--- src/vzd_pkg.sv ---
package vzd_pkg;

	localparam int unsigned ByteW    = 8;
	localparam int unsigned GroupW   = 7;
	localparam int unsigned ValueW   = 64;
	localparam int unsigned ZigzagW  = 32;
	localparam int unsigned WidthW   = 7;
	localparam int unsigned CountW   = 4;

	localparam logic [WidthW-1:0] WidthReset = 7'd32;
	localparam logic [WidthW-1:0] WidthMin   = 7'd1;
	localparam logic [WidthW-1:0] WidthMax   = 7'd64;
	localparam logic [WidthW-1:0] GroupStep  = 7'd7;

	typedef enum logic [1:0] {
		ST_OK     = 2'd0,
		ST_EXCESS = 2'd1,
		ST_ZERO   = 2'd2,
		ST_GROUPS = 2'd3
	} status_t;

	typedef struct packed {
		logic [ValueW-1:0]         value;
		logic signed [ZigzagW-1:0] zigzag_value;
		status_t                   status;
		logic [CountW-1:0]         byte_count;
	} result_t;

endpackage

--- src/vzd_byte_if.sv ---
interface vzd_byte_if
	import vzd_pkg::*;
();
	logic              valid;
	logic              ready;
	logic [ByteW-1:0]  in_byte;

	modport source (output valid, output in_byte, input ready);
	modport sink   (input valid, input in_byte, output ready);
endinterface

--- src/vzd_result_if.sv ---
interface vzd_result_if
	import vzd_pkg::*;
();
	logic                      valid;
	logic                      ready;
	logic [ValueW-1:0]         value;
	logic signed [ZigzagW-1:0] zigzag_value;
	status_t                   status;
	logic [CountW-1:0]         byte_count;

	modport source (output valid, output value, output zigzag_value, output status,
		output byte_count, input ready);
	modport sink   (input valid, input value, input zigzag_value, input status,
		input byte_count, output ready);
endinterface

--- src/varint_zigzag_decoder_core.sv ---
// a byte is held in the input register, then its result in the result register
// throughput: one byte per cycle while results are taken; the decode state is updated in the same cycle
//   the byte leaves the input register, so back-to-back bytes never wait on it
// reset: arst_n clears both valid flags and the decode state; value_bits returns to 32
// results stall back to the input only while the result register is full and not taken
module varint_zigzag_decoder_core
	import vzd_pkg::*;
(
	input  logic              clk,
	input  logic              arst_n,
	input  logic              cfg_wen,
	input  logic [WidthW-1:0] cfg_data,
	vzd_byte_if.sink          bytes,
	vzd_result_if.source      results
);

	logic [WidthW-1:0] value_bits_q;
	logic [ValueW-1:0] acc_q;
	logic [WidthW-1:0] shift_q;
	logic [CountW-1:0] bytes_q;

	logic              valid_s1;
	logic [ByteW-1:0]  byte_s1;

	logic              valid_s2;
	result_t           res_s2;

	logic              advance;
	logic              fire;

	logic [WidthW-1:0] bits;
	logic [WidthW-1:0] remain;
	logic [WidthW-1:0] shift_next;
	logic [GroupW-1:0] payload;
	logic              more;
	logic [CountW-1:0] count;
	logic              excess;
	logic [ValueW-1:0] acc_next;
	logic              emit;
	status_t           status;
	logic [ValueW-1:0] value;
	logic [ZigzagW-1:0] low;

	assign advance = !valid_s2 || results.ready;
	assign fire = valid_s1 && advance;
	assign bytes.ready = !valid_s1 || advance;

	always_comb begin
		if (value_bits_q < WidthMin) begin
			bits = WidthMin;
		end else if (value_bits_q > WidthMax) begin
			bits = WidthMax;
		end else begin
			bits = value_bits_q;
		end
	end

	assign payload = byte_s1[GroupW-1:0];
	assign more = byte_s1[ByteW-1];
	assign count = bytes_q + CountW'(1);
	assign remain = bits - shift_q;
	assign shift_next = shift_q + GroupStep;
	// fewer than seven bits left: payload must fit in what remains
	assign excess = (remain < GroupStep) && ((payload >> remain[2:0]) != '0);
	assign acc_next = acc_q | (ValueW'(payload) << shift_q[5:0]);

	always_comb begin
		emit = 1'b1;
		status = ST_OK;
		value = '0;
		if (shift_q >= bits) begin
			status = ST_GROUPS;
		end else if (excess) begin
			status = ST_EXCESS;
		end else if (!more) begin
			if (count != CountW'(1) && payload == '0) begin
				status = ST_ZERO;
			end else begin
				value = acc_next;
			end
		end else if (shift_next >= bits) begin
			status = ST_GROUPS;
		end else begin
			emit = 1'b0;
		end
	end

	assign low = value[ZigzagW-1:0];

	always_ff @(posedge clk or negedge arst_n) begin
		if (!arst_n) begin
			value_bits_q <= WidthReset;
		end else if (cfg_wen) begin
			value_bits_q <= cfg_data;
		end
	end

	always_ff @(posedge clk or negedge arst_n) begin
		if (!arst_n) begin
			acc_q <= '0;
			shift_q <= '0;
			bytes_q <= '0;
		end else if (fire) begin
			if (emit) begin
				acc_q <= '0;
				shift_q <= '0;
				bytes_q <= '0;
			end else begin
				acc_q <= acc_next;
				shift_q <= shift_next;
				bytes_q <= count;
			end
		end
	end

	always_ff @(posedge clk or negedge arst_n) begin
		if (!arst_n) begin
			valid_s1 <= 1'b0;
		end else if (bytes.ready) begin
			valid_s1 <= bytes.valid;
		end
	end

	always_ff @(posedge clk) begin
		if (bytes.ready && bytes.valid) begin
			byte_s1 <= bytes.in_byte;
		end
	end

	always_ff @(posedge clk or negedge arst_n) begin
		if (!arst_n) begin
			valid_s2 <= 1'b0;
		end else if (advance) begin
			valid_s2 <= fire && emit;
		end
	end

	always_ff @(posedge clk) begin
		if (fire && emit) begin
			res_s2.value <= value;
			res_s2.zigzag_value <= (low >> 1) ^ {ZigzagW{low[0]}};
			res_s2.status <= status;
			res_s2.byte_count <= count;
		end
	end

	assign results.valid = valid_s2;
	assign results.value = res_s2.value;
	assign results.zigzag_value = res_s2.zigzag_value;
	assign results.status = res_s2.status;
	assign results.byte_count = res_s2.byte_count;

	// an error result never carries a value
	a_err_zero: assert property (@(posedge clk) disable iff (!arst_n)
		results.valid && results.status != ST_OK |-> results.value == '0
			&& results.zigzag_value == '0)
		else $error("error result with nonzero value");

	// any result restarts decoding
	a_restart: assert property (@(posedge clk) disable iff (!arst_n)
		fire && emit |=> shift_q == '0 && bytes_q == '0 && acc_q == '0)
		else $error("decode state not cleared after result");

	// group position stays on a group boundary inside 64 bits
	a_shift_range: assert property (@(posedge clk) disable iff (!arst_n)
		shift_q <= WidthMax - 1)
		else $error("group position out of range");

	// a result reports between one and ten bytes
	a_count_range: assert property (@(posedge clk) disable iff (!arst_n)
		results.valid |-> results.byte_count >= CountW'(1)
			&& results.byte_count <= CountW'(10))
		else $error("byte count out of range");

endmodule

--- src/flat_wrapper.sv ---
// flat-port wrapper written by rule: the top's interface ports become plain ports
module varint_zigzag_decoder_core_flat import vzd_pkg::*;
  (clk, arst_n, cfg_wen, cfg_data, bytes_valid, bytes_in_byte, bytes_ready, results_valid, results_value, results_zigzag_value, results_status, results_byte_count, results_ready);
  vzd_byte_if bytes_i ();
  vzd_result_if results_i ();
  input  logic clk;
  input  logic arst_n;
  input  logic cfg_wen;
  input  logic [WidthW-1:0] cfg_data;
  input wire logic [$bits(bytes_i.valid)-1:0] bytes_valid;
  input wire logic [$bits(bytes_i.in_byte)-1:0] bytes_in_byte;
  output wire logic [$bits(bytes_i.ready)-1:0] bytes_ready;
  output wire logic [$bits(results_i.valid)-1:0] results_valid;
  output wire logic [$bits(results_i.value)-1:0] results_value;
  output wire logic [$bits(results_i.zigzag_value)-1:0] results_zigzag_value;
  output wire logic [$bits(results_i.status)-1:0] results_status;
  output wire logic [$bits(results_i.byte_count)-1:0] results_byte_count;
  input wire logic [$bits(results_i.ready)-1:0] results_ready;
  assign bytes_i.valid = bytes_valid;
  assign bytes_i.in_byte = bytes_in_byte;
  assign bytes_ready = bytes_i.ready;
  assign results_valid = results_i.valid;
  assign results_value = results_i.value;
  assign results_zigzag_value = results_i.zigzag_value;
  assign results_status = results_i.status;
  assign results_byte_count = results_i.byte_count;
  assign results_i.ready = results_ready;
  varint_zigzag_decoder_core u_core (.clk(clk), .arst_n(arst_n), .cfg_wen(cfg_wen), .cfg_data(cfg_data), .bytes(bytes_i), .results(results_i));
endmodule
--- config.mk ---
export PLATFORM = sky130hd
export DESIGN_NAME = varint_zigzag_decoder_core_flat
export DESIGN_NICKNAME = d
export VERILOG_FILES = /design/src/vzd_pkg.sv /design/src/vzd_byte_if.sv /design/src/vzd_result_if.sv /design/src/varint_zigzag_decoder_core.sv /design/src/flat_wrapper.sv
export SDC_FILE = /design/constraint.sdc
export NUM_CORES = 1
export LEC_CHECK = 0
export ABC_CLOCK_PERIOD_IN_PS = 5600
export BUFFER_PORTS_ARGS = -buffer_cell sky130_fd_sc_hd__buf_2
export CORE_ASPECT_RATIO = 0.75
export CORE_MARGIN = 3
export CORE_UTILIZATION = 45
export DETAILED_ROUTE_END_ITERATION = 8
export GPL_TIMING_DRIVEN = 0
export PLACE_DENSITY = 0.69
export SYNTH_ARGS = -nofsm -noshare
export SYNTH_HDL_FRONTEND = slang
export SYNTH_SLANG_ARGS = --single-unit
--- constraint.sdc ---
create_clock -name clk -period 5.6 [get_ports clk]
set_input_delay 0.84 -clock clk [delete_from_list [all_inputs] [get_ports clk]]
set_output_delay 0.84 -clock clk [all_outputs]
set_load 0.03 [all_outputs]
-- Yosys cells after proc, flatten, opt, wreduce, memory -nomap -nowiden
Index checks and enable logic that the tools add are counted.
- word-level logic and storage cells: 56
- register bits after elaboration: 194
- bits of input ports: 20
- output and inout bits: 104
- magnitude comparators: 5
- bitwise gates (word level): 2
- shift-type cells: 2
- eq/ne operators: 1
- $add $sub $neg: 3
- reductions and logical operators: 13
- mux-type cells: 17
- operators by type and width (cell ; number):
    2-to-1 mux 32 bit ; 4
    2-to-1 mux 64 bit ; 1
    bitwise OR 64 bit ; 1
    << shifter 7 x 6 -> 64 bit ; 1
    bitwise XOR 31 x 32 -> 32 bit ; 1
    2-to-1 mux 7 bit ; 3
    greater-or-equal comparator 7 bit ; 2
    2-to-1 mux 2 bit ; 4
    adder 7 x 3 -> 7 bit (second input constant) ; 1
    > comparator 7 bit (second input constant) ; 1
    logical NOT 7 bit ; 1
    less-than comparator 7 x 1 -> 1 bit (second input constant) ; 1
    less-than comparator 7 x 3 -> 1 bit (second input constant) ; 1
    nonzero test 7 bit ; 1
    >> shifter 7 x 3 -> 7 bit ; 1
    subtractor 7 bit ; 1
    logical AND 1 bit ; 5
    adder 4 x 1 -> 4 bit (second input constant) ; 1
    2-to-1 mux 1 bit ; 4
    2-to-1 mux 4 bit ; 1
    != test 4 x 1 -> 1 bit (second input constant) ; 1
    OR reduction 4 bit ; 1
    logical NOT 1 bit ; 2
    logical OR 1 bit ; 2
    OR reduction 2 bit ; 1

-- Logic depth before layout (Yosys ltp)
Gate-level depths: netlist of the first run.
- depth in word-level cells: 10
- mapped depth: 18
- depth with buffers taken out: 14

-- Worst setup path before layout of the first run
Ideal clock, no wire load.
- path kind: reg2reg
- start point: reg u_core.value_bits_q[3]
- end point: reg u_core.results.byte_count[0] (netlist name)
- arrival: 4041 ps
- buffers on the path: 1
- required time: 5183 ps
- period minus slack after synthesis: 4458 ps
- stages on the path, launching flop included: 15
- slack: 1142 ps
- library setup time: 417 ps
- cell sequence: dfrtp_1 or4_1 nor2_1 o21a_1 inv_1 ha_1 inv_1 fa_1 nor2b_1 o21ai_0 o2111ai_1 o21ai_0 o41a_1 a21oi_1 buf_2
- longest elaborated chain between the ends: 10
- elaborated cells on any way between the ends: 16
- those cells by class: add/sub (1); order compare (5); shift (1); mux (6); reduce/logical (3)
- ends and longest elaborated chain (element ; line ; RTL):
    start: declaration ; varint_zigzag_decoder_core.sv:17 ; logic [WidthW-1:0] value_bits_q;
    start signal: assignment ; varint_zigzag_decoder_core.sv:92 ; value_bits_q <= WidthReset;
    start signal: assignment ; varint_zigzag_decoder_core.sv:94 ; value_bits_q <= cfg_data;
    > comparator 7 bit ; varint_zigzag_decoder_core.sv:51 ; end else if (value_bits_q > WidthMax) begin
    2-to-1 mux 7 bit ; varint_zigzag_decoder_core.sv:51 ;
    2-to-1 mux 7 bit (*) ; varint_zigzag_decoder_core.sv:49 ; if (value_bits_q < WidthMin) begin
    subtractor 7 bit ; varint_zigzag_decoder_core.sv:61 ; assign remain = bits - shift_q;
    >> shifter 7 x 3 -> 7 bit ; varint_zigzag_decoder_core.sv:64 ; assign excess = (remain < GroupStep) && ((payload >> remain[2:0]) != '0);
    nonzero test 7 bit ; varint_zigzag_decoder_core.sv:64 ;
    logical AND 1 bit ; varint_zigzag_decoder_core.sv:64 ;
    2-to-1 mux 1 bit ; varint_zigzag_decoder_core.sv:73 ; end else if (excess) begin
    2-to-1 mux 1 bit (*) ; varint_zigzag_decoder_core.sv:71 ; if (shift_q >= bits) begin
    logical AND 1 bit (*) ; varint_zigzag_decoder_core.sv:139 ; if (fire && emit) begin
Mark *: on every way between the ends. The rest lies on a longest branch, timed or not.
A chain may end at the register's enable or synchronous reset.

-- Final worst setup path of the first run
- start point: reg u_core.value_bits_q[3]
- end point: reg u_core.results.value[14] (netlist name)
- longest elaborated chain between the ends: 10
- elaborated cells on any way between the ends: 16
- those cells by class: add/sub (1); order compare (5); shift (1); mux (6); reduce/logical (3)
- ends and longest elaborated chain (element ; line):
    > comparator 7 bit ; varint_zigzag_decoder_core.sv:51
    2-to-1 mux 7 bit ; varint_zigzag_decoder_core.sv:51
    2-to-1 mux 7 bit (*) ; varint_zigzag_decoder_core.sv:49
    subtractor 7 bit ; varint_zigzag_decoder_core.sv:61
    >> shifter 7 x 3 -> 7 bit ; varint_zigzag_decoder_core.sv:64
    nonzero test 7 bit ; varint_zigzag_decoder_core.sv:64
    logical AND 1 bit ; varint_zigzag_decoder_core.sv:64
    2-to-1 mux 1 bit ; varint_zigzag_decoder_core.sv:73
    2-to-1 mux 1 bit (*) ; varint_zigzag_decoder_core.sv:71
    logical AND 1 bit (*) ; varint_zigzag_decoder_core.sv:139
Marked as above.

==> metrics.csv, run 1 <==
stage;metric;value;unit
clock_network;Clock Pin Slew Worst Setup and Hold Paths;80;ps
synth;number of synthesized flops with an enable pin;109;
pwr;P_leak;4.30;nW
worst_setup_path;crit path max fanout;65;
synth;syn nets;856;
timing;worst slew pin tran;1160;ps
synth;post-synthesis simple-gate area fraction;12.8;%
finish;FILL cells;1640;
detailed_routing;DRT Pass-1 Iters;7;
grt;total gr overflow;0;
timing;final worst path period need;4360;ps
synth;complex-gate fraction of the synthesized area;12.8;%
floorplanning;Initial Util;46.7;%
worst_setup_path;Critical R2R Launch;u_core.value_bits_q[3]$_DFFE_PN0P_;
worst_setup_path;CP Data Arrival Time;4470;ps
clock_network;Sink Count;193;
synth;Synth cell types;49;
timing;final setup violation count;0;
clock_network;worst skew pair latency;450;ps
timing;max-slew violation count;0;
worst_setup_path;Crit path largest cell delay;520;ps
synth;Seq/Total Area, Yosys;61.2;%
worst_setup_path;Worst Setup End Kind;flip-flop;
floorplanning;total core area;18800;um^2
timing;fmax;229;MHz
timing;Final TNS setup;0;ps
clock_network;Post-CTS Setup Repair Bufs;0;
grt;largest net degree at the start of global routing;66;
synth;synthesized area;8790;um^2
grt;gr usage total;21.1;%
floorplanning;Die X;167;um
synth;mean area per synthesized cell;10.8;um^2
clock_network;PostCTS Resize Cnt;0;
worst_setup_path;FF-to-FF End;u_core.results.value[14]$_DFFE_PP_;
clock_network;CTS tree;built;
job;max_cap viols;0;
clock_network;Hold-fix buffers, CTS;0;
finish;number of diodes;0;
floorplanning;row count;43;
finish;area growth from synthesis to layout;18.4;%
worst_setup_path;family with the most delay on the worst path;compound AO/OA/AOI/OAI gates;
placed_design;Port Buf Inserts;122;
pwr;peak supply drop;0.000274;V
clock_network;CTS Buffer Depth;2;
detailed_routing;vias post-DR;6639;
worst_setup_path;critical path cell sequence;or4_1, nor2_1, o21a_1, inv_1, ha_1, inv_1, fa_1, nor2b_1, o21ai_0, o2111ai_1, o21ai_0, o41a_1, a21oi_1, buf_4, buf_16;
timing;Final Hold Violating Endpoints;0;
placed_design;DP HPWL;15400;um
placed_design;GPL Wtd Cong;0.884;
grt;first-pass GRT wire length;35100;um
detailed_routing;final WL;22100;um
run_status;status;complete, no violations;
worst_setup_path;slowest CP cell;buf_4;
clock_network;CTS buffer count;17;
detailed_routing;DRC viols;0;
worst_setup_path;WP buf/inv;4;
synth;FF+latch count, synth;193;
grt;vias in the first global route;6257;
clock_network;CTS root buf;clkbuf_16;
worst_setup_path;CP Data Required Time;5710;ps
synth;xor/xnor cell area share of the yosys netlist;4.09;%
pwr;Total Power;5.84;mW
clock_network;H-tree Lvls;4;
finish;nets@finish;999;
synth;largest family of logic cells by synthesized area;simple AND/OR/NAND/NOR gates;
synth;synthesized netlist cell count;817;
synth;ys flop type;edfxtp_1;
detailed_routing;DRT iter0 DRCs;683;
detailed_routing;drt via density;5.44;
floorplanning;Die H;127;um
worst_setup_path;R2R Setup Slk;1240;ps
detailed_routing;remaining antenna violation count;0;
synth;Synth Area in Adders;2.79;%
pwr;cell area power density;561;nW/um^2
floorplanning;io pins;124;
hold_path;Hold Crit Class;in2async;
worst_setup_path;startpoint types;flip-flop;
timing;Tcrit/Tclk final;77.8;%
timing;relative slew slack;22.1;%
synth;async set-reset flop share out of synthesis;43.5;%
floorplanning;die area;21300;um^2
detailed_routing;WL per Instance;18.1;um
finish;layout cells sized above 1;20.3;%
synth;Syn. warnings;0;
worst_setup_path;critical path class;reg2reg;
timing;RSZ-0062 raised after global routing;false;
synth;mux contribution to synthesized area;2.75;%
worst_setup_path;Worst Reg-to-Reg Cells;15;
grt;initial antenna violation count;0;
timing;Clock Skew;13.0;ps
-- final cells by class --
class,instances,area (um^2),share of cell area [%]
clock buffers,18,429,4.12
plain buffers,47,228,2.19
well taps,247,309,2.97
flip-flops and latches,193,5380,51.7
inverters,24,90.1,0.866
multi-input cells,553,3100,29.8
clock inverters,14,208,2.00
repair buffers,124,668,6.42
-- worst max-delay path by stage --
stage                     depth (start not counted)                          startpoint  slack [ps]                                   endpoint
after floorplan                                  14  u_core.value_bits_q[3]$_DFFE_PN0P_        1140     u_core.results.byte_count[0]$_DFFE_PP_
after global placement                           14  u_core.value_bits_q[3]$_DFFE_PN0P_         300  u_core.results.zigzag_value[14]$_DFFE_PP_
after detailed placement                         15  u_core.value_bits_q[3]$_DFFE_PN0P_        1280         u_core.results.value[14]$_DFFE_PP_
after CTS                                        15  u_core.value_bits_q[3]$_DFFE_PN0P_        1260         u_core.results.value[14]$_DFFE_PP_
after global routing                             15  u_core.value_bits_q[3]$_DFFE_PN0P_         990         u_core.results.value[20]$_DFFE_PP_
final                                            15  u_core.value_bits_q[3]$_DFFE_PN0P_        1240         u_core.results.value[14]$_DFFE_PP_
-- metal layers --
| layer | share of wire, % | track usage [%] | vias to the layer above |
|---|---|---|---|
| li1 | - | - | 3157 |
| met1 | 50 | 34.0 | 3172 |
| met2 | 40 | 28.6 | 283 |
| met3 | 8.0 | 4.76 | 27 |
| met4 | 1.3 | 5.29 | 0 |
| met5 | 0 | 0 | - |
-- worst register-to-register path: cells and delay by family, from the launching register on --
family | cells | cell delay [ps]
compound gates | 6 | 1120
fa+ha+maj | 2 | 680
buf+inv | 4 | 1010
flops | 1 | 400
simple gates | 3 | 740
-- state kept, by name, indices dropped and copies added, names as in the netlist --
name,cells
u_core.acc_q,64
u_core.results.valid,1
u_core.results.status,2
u_core.results.zigzag_value,31
u_core.value_bits_q,7
u_core.bytes_q,4
u_core.byte_s1,8
u_core.results.value,64
u_core.valid_s1,1
u_core.shift_q,7
u_core.results.byte_count,4
-- logic make-up (layout without fill, tap and decap cells) --
| group | count (synthesis) | count (layout) |
|---|---|---|
| AND/OR/NAND/NOR | 272 | 272 |
| AO/OA/AOI/OAI | 201 | 201 |
| flip-flops | 193 | 193 |
| buffers and inverters | 71 | 227 |
| XOR/XNOR | 41 | 41 |
| multiplexers | 20 | 20 |
| adder cells (fa/ha/maj) | 19 | 19 |
-- power by group --
group / switching, mW / internal [mW] / total (mW)
Sequential: 0.118 / 1.93 / 2.04
Combinational: 1.75 / 0.740 / 2.49
Clock: 0.609 / 0.695 / 1.30
Total: 2.47 / 3.36 / 5.84
-- per-stage QoR --
step           utilization (%)  hold slack, ps  setup WS, ps  instances  instance area [um^2]
6_report                  55.3             322          1240       1220                 10400
3_5_place_dp              51.9             482          1280       1188                  9770
3_3_place_gp              51.6             472           299       1186                  9710
2_1_floorplan                -             463          1140        817                  8790
5_1_grt                   55.3             347           993       1220                 10400
4_1_cts                   55.3             332          1260       1220                 10400
-- cells in the final DEF, fill, tap and decap left out, types with 3 or more instances in the layout --
cell and instances:
edfxtp_1 109, clkbuf_16 17, nor3_1 9, mux2i_1 5, a21oi_1 120, inv_8 5
buf_4 9, ha_1 18, o21ai_0 26, a31oi_1 17, a21o_1 7, nor4_1 3
xnor2_1 38, clkinv_8 3, clkbuf_1 22, dfrtp_1 83, inv_6 3, buf_2 138
mux2_2 13, nand2b_1 4, nor2b_1 8, nand3_1 15, xor2_1 3, o22ai_1 13
inv_1 21, nor2_1 184, nand2_1 39
-- synth_stat cells, drive strengths merged (3+ instances only) --
cell    number  area share [%]
nor2       184             7.9
a21oi      120             6.8
edfxtp     109              37
dfrtp       83              24
nand2       39             1.7
xnor2       38             3.8
o21ai       28             1.6
buf         26             1.7
inv         22            0.94
clkbuf      21            0.90
ha          18             2.6
a31oi       17             1.2
nand3       15            0.85
mux2        13             1.7
o22ai       13            0.93
nor3         9            0.51
nor2b        8            0.57
a21o         7            0.60
mux2i        5            0.57
nand2b       4            0.28
nor4         3            0.21
xor2         3            0.30
(Power assumes the default switching activity.)
==> run 2, diff against run 1 <==
--- a/config.mk
+++ b/config.mk
@@ -5,14 +5,14 @@
 export SDC_FILE = /design/constraint.sdc
 export NUM_CORES = 1
 export LEC_CHECK = 0
-export ABC_CLOCK_PERIOD_IN_PS = 5600
+export ABC_CLOCK_PERIOD_IN_PS = 3620
 export BUFFER_PORTS_ARGS = -buffer_cell sky130_fd_sc_hd__buf_2
 export CORE_ASPECT_RATIO = 0.75
 export CORE_MARGIN = 3
 export CORE_UTILIZATION = 45
 export DETAILED_ROUTE_END_ITERATION = 8
 export GPL_TIMING_DRIVEN = 0
-export PLACE_DENSITY = 0.69
+export PLACE_DENSITY = 0.72
 export SYNTH_ARGS = -nofsm -noshare
 export SYNTH_HDL_FRONTEND = slang
 export SYNTH_SLANG_ARGS = --single-unit
==> constraint.sdc (replaced) <==
create_clock -name clk -period 3.62 [get_ports clk]
set_input_delay 0.543 -clock clk [delete_from_list [all_inputs] [get_ports clk]]
set_output_delay 0.543 -clock clk [all_outputs]
set_load 0.03 [all_outputs]
==> run 2 against run 1 <==
The run now ends with setup timing left. Die area stayed put. Flip-flop and latch count did not move. Cell area is 9.4% higher. Worst setup slack worse by 1300 ps. Cell count is 3.0% higher. Sequential share of layout area decreased by 4.4 points. Critical path type unchanged. Largest cell class unchanged.
==> metrics.csv, run 2 (synthesized netlist as in run 1, its figures left out) <==
stage;metric;value;unit;change
run_status;status;complete, but fails checks;;
run_status;violated checks;setup timing;;
timing;relative slew slack;10.1;%;-12 points
placed_design;DP Area;9750;um^2;-0.15%
finish;area growth from synthesis to layout;29.5;%;
clock_network;Clock Pin Slew Worst Setup and Hold Paths;80;ps;about the same
pwr;P_leak;4.66;nW;+8.3%
finish;nets@finish;1035;;+3.6%
detailed_routing;final WL;24700;um;+12%
floorplanning;row count;43;;unchanged
pwr;peak supply drop;0.000531;V;+94%
placed_design;Port Buf Inserts;122;;unchanged
grt;first-pass GRT wire length;37400;um;+6.6%
grt;vias in the first global route;6651;;+6.3%
detailed_routing;drt via density;5.65;;+3.7%
timing;fmax;271;MHz;+18%
grt;largest net degree at the start of global routing;66;;unchanged
worst_setup_path;CP Data Arrival Time;3860;ps;-610 ps
grt;initial antenna violation count;1;;+1
placed_design;DP HPWL;15400;um;-0.22%
clock_network;CTS Buffer Depth;2;;unchanged
worst_setup_path;Worst Setup End Kind;flip-flop;;
detailed_routing;DRT iter0 DRCs;769;;+13%
hold_path;Hold Crit Class;in2reg;;
finish;most frequent cells in the layout;nor2_1, buf_2, a21oi_1;;
finish;FILL cells;1483;;-9.6%
job;max_cap viols;0;;unchanged
timing;hold slack;266;ps;-55.7 ps
detailed_routing;DRT Pass-1 Iters;6;;-1
clock_network;worst skew pair latency;450;ps;about the same
pwr;cell area power density;872;nW/um^2;+56%
timing;final worst path period need;3690;ps;-665 ps
clock_network;CTS buffer count;17;;unchanged
clock_network;CTS root buf;clkbuf_16;;
detailed_routing;WL per Instance;19.7;um;+8.4%
timing;worst slew pin tran;1340;ps;+179 ps
detailed_routing;vias post-DR;7091;;+6.8%
timing;Tcrit/Tclk final;102;%;+24 points
detailed_routing;remaining antenna violation count;0;;unchanged
floorplanning;total core area;18800;um^2;unchanged
placed_design;GPL Wtd Cong;0.923;;+4.4%
floorplanning;Initial Util;46.7;%;unchanged
finish;number of diodes;0;;unchanged
worst_setup_path;critical path class;reg2reg;;
timing;Clock Skew;16.4;ps;+3.34 ps
grt;total gr overflow;0;;unchanged
floorplanning;Die H;127;um;unchanged
worst_setup_path;CP Data Required Time;3780;ps;-1930 ps
timing;max-slew violation count;0;;unchanged
clock_network;Sink Count;193;;unchanged
clock_network;CTS tree;built;;
clock_network;H-tree Lvls;4;;unchanged
timing;final setup violation count;150;;+150
finish;leading cell type in the layout, fill and taps excluded;nor2_1;;
timing;Final Hold Violating Endpoints;0;;unchanged
finish;Largest regs;u_core.acc_q: 64 flops, u_core.results.value: 64 flops, u_core.results.zigzag_value: 31 flops;;
finish;layout cells sized above 1;27.3;%;+6.9 points
floorplanning;die area;21300;um^2;unchanged
floorplanning;io pins;124;;unchanged
floorplanning;Die X;167;um;unchanged
finish;post-route design area;11400;um^2;+9.4%
timing;final setup margin;-73.1;ps;-1310 ps
worst_setup_path;startpoint types;flip-flop;;
detailed_routing;DRC viols;0;;unchanged
worst_setup_path;crit path max fanout;7;;-89%
timing;RSZ-0062 raised after global routing;true;;
grt;gr usage total;22.7;%;+1.6 points
run 2: final timing paths:
kind / end / start / cells after the start / slack [ps]
worst max-delay path: u_core.results.value[58]$_SDFFCE_PP0P_ / u_core.value_bits_q[3]$_DFFE_PN0P_ / 16 / -70
worst min-delay path: u_core.byte_s1[0]$_DFFE_PP_ / bytes_in_byte[0] / 1 / 270
worst max register to register: u_core.results.value[58]$_SDFFCE_PP0P_ / u_core.value_bits_q[3]$_DFFE_PN0P_ / 16 / -70
worst min register to register: u_core.acc_q[11]$_DFFE_PN0P_ / u_core.acc_q[11]$_DFFE_PN0P_ / 2 / 490
max in group asynchronous: u_core.acc_q[35]$_DFFE_PN0P_ / arst_n / 3 / 2450
min in group asynchronous: u_core.acc_q[27]$_DFFE_PN0P_ / arst_n / 2 / 540
run 2: worst max-delay path, cell delays in order, from the launching register on:
cell       delay [ps]
dfrtp_1           390
or4_1             520
nor2_1            100
o21a_1            170
inv_1              60
ha_2              180
inv_2              60
fa_2              460
nor2b_1           120
o21ai_1            60
o2111ai_1          90
o21ai_1           110
o41a_1            410
a21oi_4           200
buf_6             170
buf_12            150
buf_16            150
run 2: metal layers:
metal	vias up	routed length (um)	part of all wire (%)	track usage [%]
met5	-	14	0.057	0
met4	2	556	2.3	6.97
met3	58	2270	9.2	5.35
met2	346	10500	42	32.2
met1	3439	11400	46	34.8
li1	3246	-	-	-
run 2: what timing repair did:
item                                    CTS  global route
gates resized for setup                  60            71
hold buffers                              1             0
endpoints found under the hold margin    18             0
gates cloned                             11             7
endpoints found under the setup margin  264           273
pin swaps                                 8            26
buffers inserted                         16             5
run 2: layout make-up:
class / instances / area, um^2 / area share, %
tap: 247 / 309 / 2.71
sequential: 193 / 5380 / 47.2
clock buffer: 19 / 453 / 3.98
timing repair buffer: 161 / 1310 / 11.5
buffer: 46 / 387 / 3.40
inverter: 24 / 90.1 / 0.791
clock inverter: 13 / 145 / 1.27
multi-input combinational: 553 / 3310 / 29.1
run 2: through the flow:
| step | setup WS (ps) | total power, mW | util (%) | instances | TNS (ps) |
|---|---|---|---|---|---|
| floorplan | 26.8 | 5.95 | - | 817 | 0 |
| global placement | -401 | 6.94 | 51.6 | 1186 | -71860 |
| detailed placement | -426 | 6.99 | 51.8 | 1187 | -78210 |
| CTS | -128 | 9.48 | 58.1 | 1246 | -16730 |
| global route | -172 | 10.4 | 60.5 | 1256 | -30030 |
| finish | -73.1 | 9.93 | 60.5 | 1256 | -6160 |
run 2: power by group:
| group | total [mW] | internal, mW | switching (mW) |
|---|---|---|---|
| clock network | 1.91 | 1.01 | 0.897 |
| registers | 3.17 | 2.98 | 0.190 |
| logic | 4.85 | 1.81 | 3.04 |
| total | 9.93 | 5.80 | 4.13 |
==> run 3, diff against run 2 <==
--- a/config.mk
+++ b/config.mk
@@ -6,13 +6,14 @@
 export NUM_CORES = 1
 export LEC_CHECK = 0
 export ABC_CLOCK_PERIOD_IN_PS = 3620
-export BUFFER_PORTS_ARGS = -buffer_cell sky130_fd_sc_hd__buf_2
+export BUFFER_PORTS_ARGS = -buffer_cell sky130_fd_sc_hd__clkbuf_2
 export CORE_ASPECT_RATIO = 0.75
 export CORE_MARGIN = 3
 export CORE_UTILIZATION = 45
 export DETAILED_ROUTE_END_ITERATION = 8
 export GPL_TIMING_DRIVEN = 0
 export PLACE_DENSITY = 0.72
+export SKIP_LAST_GASP = 1
 export SYNTH_ARGS = -nofsm -noshare
 export SYNTH_HDL_FRONTEND = slang
 export SYNTH_SLANG_ARGS = --single-unit
==> run 3 against run 2 <==
The run still ends with setup timing left. Die area unchanged. Combinational power decreased by 6.6%. Maximum frequency increased by 0.34%. First-iteration DRC count increased by 13%. Global-route usage decreased by 0.49 points.
==> metrics.csv, run 3 (synthesized netlist as in run 1, its figures left out) <==
stage;metric;value;unit;change
run_status;status;complete, but fails checks;;
run_status;violated checks;setup timing;;
timing;RSZ-0062 raised after global routing;true;;
worst_setup_path;WP depth;16;;unchanged
detailed_routing;met2 wire length;10000;um;-4.3%
clock_network;CTS buffer count;17;;unchanged
floorplanning;Initial Util;46.7;%;unchanged
timing;relative slew slack;18.3;%;+8.2 points
finish;FILL cells;1532;;+3.3%
finish;number of diodes;0;;unchanged
clock_network;Clock Pin Slew Worst Setup and Hold Paths;80;ps;about the same
clock_network;CTS root buf;clkbuf_16;;
job;max_cap viols;0;;unchanged
clock_network;Sink Count;193;;unchanged
timing;Clock Skew;15.2;ps;-1.14 ps
grt;gr usage total;22.2;%;-0.49 points
worst_setup_path;critical path cell sequence;or4_1, nor2_1, o21a_1, inv_1, ha_2, inv_2, fa_2, nor2b_2, o21ai_1, o2111ai_1, o21ai_2, o41a_1, a21oi_4, buf_12, buf_12, clkbuf_16;;
detailed_routing;Top Layer Used;met4;;
timing;max-slew violation count;0;;unchanged
detailed_routing;remaining antenna violation count;0;;unchanged
worst_setup_path;family with the most delay on the worst path;compound AO/OA/AOI/OAI gates;;
timing;Final Hold Violating Endpoints;0;;unchanged
placed_design;DP Worst Slack;-438;ps;-12.1 ps
worst_setup_path;CP Data Required Time;3780;ps;about the same
timing;worst slew pin tran;1220;ps;-122 ps
pwr;peak supply drop;0.000537;V;+1.3%
floorplanning;io pins;124;;unchanged
detailed_routing;vias post-DR;6986;;-1.5%
worst_setup_path;Worst Reg-to-Reg Cells;16;;unchanged
worst_setup_path;WP buf/inv;5;;unchanged
floorplanning;Die X;167;um;unchanged
clock_network;CTS tree;built;;
detailed_routing;drt via density;5.62;;-0.53%
worst_setup_path;Worst Setup End Kind;flip-flop;;
floorplanning;row count;43;;unchanged
timing;final setup violation count;151;;+0.67%
worst_setup_path;critical path class;reg2reg;;
finish;Largest regs;u_core.acc_q: 64 flops, u_core.results.value: 64 flops, u_core.results.zigzag_value: 31 flops;;
finish;most frequent cells in the layout;nor2_1, clkbuf_2, a21oi_1;;
timing;final setup margin;-60.7;ps;+12.4 ps
finish;layout cells sized above 1;24.5;%;-2.8 points
pwr;P_leak;4.58;nW;-1.6%
pwr;cell area power density;874;nW/um^2;+0.27%
finish;leading cell type in the layout, fill and taps excluded;nor2_1;;
grt;first-pass GRT wire length;36700;um;-2.0%
floorplanning;die area;21300;um^2;unchanged
timing;fmax;272;MHz;+0.34%
grt;initial antenna violation count;0;;-1
worst_setup_path;startpoint types;flip-flop;;
worst_setup_path;crit path max fanout;7;;unchanged
detailed_routing;DRC viols;0;;unchanged
placed_design;DP HPWL;15300;um;-0.49%
worst_setup_path;Crit path largest cell delay;520;ps;about the same
floorplanning;total core area;18800;um^2;unchanged
detailed_routing;DRT iter0 DRCs;871;;+13%
finish;Non-Filler Instances;1244;;-0.96%
detailed_routing;DRT Pass-1 Iters;6;;unchanged
finish;nets@finish;1023;;-1.2%
timing;final worst path period need;3680;ps;-12.4 ps
finish;area growth from synthesis to layout;26.5;%;
worst_setup_path;slowest CP cell;or4_1;;
worst_setup_path;CP Data Arrival Time;3840;ps;-20 ps
detailed_routing;WL per Instance;18.9;um;-3.7%
worst_setup_path;Critical Path Most Common Cell;buf_12;;
clock_network;H-tree Lvls;4;;unchanged
grt;vias in the first global route;6476;;-2.6%
grt;total gr overflow;0;;unchanged
clock_network;worst skew pair latency;440;ps;about the same
clock_network;CTS Buffer Depth;2;;unchanged
detailed_routing;met3 WL;2400;um;+5.6%
timing;Tcrit/Tclk final;102;%;-0.34 points
clock_network;Hold-fix buffers, CTS;0;;-1
placed_design;Port Buf Inserts;122;;unchanged
placed_design;Cells after DPL;1187;;unchanged
detailed_routing;final WL;23600;um;-4.6%
grt;largest net degree at the start of global routing;63;;-4.5%
hold_path;Hold Crit Class;in2async;;
floorplanning;Die H;127;um;unchanged
placed_design;GPL Wtd Cong;0.878;;-4.9%
detailed_routing;metal1 wirelength;10900;um;-4.9%
## run 3: routing by layer
metal | global-route usage (%) | vias up
met5 | 0 | -
met4 | 5.10 | 0
met3 | 6.40 | 29
met2 | 31.3 | 362
met1 | 34.2 | 3382
li1 | - | 3213
## run 3: area by class of cell
class                   count  area (um^2)  share of cell area, %
plain buffers              46          348                   3.13
clock buffers              17          425                   3.82
clock inverters            15          211                   1.90
inverters                  24         90.1                  0.810
multi-input cells         553         3220                   28.9
flip-flops and latches    193         5380                   48.3
well taps                 247          309                   2.78
repair buffers            149         1150                   10.3
## run 3: timing repair
item / in CTS / in global routing
buffers inserted: 12 / 2
gates cloned: 10 / 2
setup endpoints to repair: 263 / 274
endpoints found under the hold margin: 0 / 0
resized for setup: 51 / 32
pin swaps: 8 / 13
## run 3: stage by stage
stage	utilization, %	power, mW	hold WS [ps]	setup TNS [ps]	instance area (um^2)
after CTS	58.2	9.58	27.7	-11620	11000
final	59.1	9.72	28.8	-5050	11100
after global routing	59.1	10.2	48.7	-24990	11100
after floorplan	-	5.95	247	0	8800
after global placement	51.6	6.94	471	-69990	9720
after detailed placement	51.8	7.00	482	-83260	9750
## run 3: path summary, 6_finish.rpt
path                                               startpoint                                     end  slack, ps
setup / recovery           u_core.value_bits_q[1]$_DFFE_PN0P_  u_core.results.value[37]$_SDFFCE_PP0P_        -60
hold / removal                                         arst_n            u_core.acc_q[27]$_DFFE_PN0P_         30
setup reg to reg           u_core.value_bits_q[1]$_DFFE_PN0P_  u_core.results.value[37]$_SDFFCE_PP0P_        -60
hold reg to reg                   u_core.acc_q[8]$_DFFE_PN0P_             u_core.acc_q[8]$_DFFE_PN0P_        500
max in group asynchronous                              arst_n            u_core.acc_q[34]$_DFFE_PN0P_       2950
min in group clk                             bytes_in_byte[2]             u_core.byte_s1[2]$_DFFE_PP_        280
## run 3: power breakdown
group / total [mW] / switching (mW) / internal (mW)
combinational: 4.53 / 2.90 / 1.62
clock: 2.01 / 0.937 / 1.07
sequential: 3.19 / 0.213 / 2.98
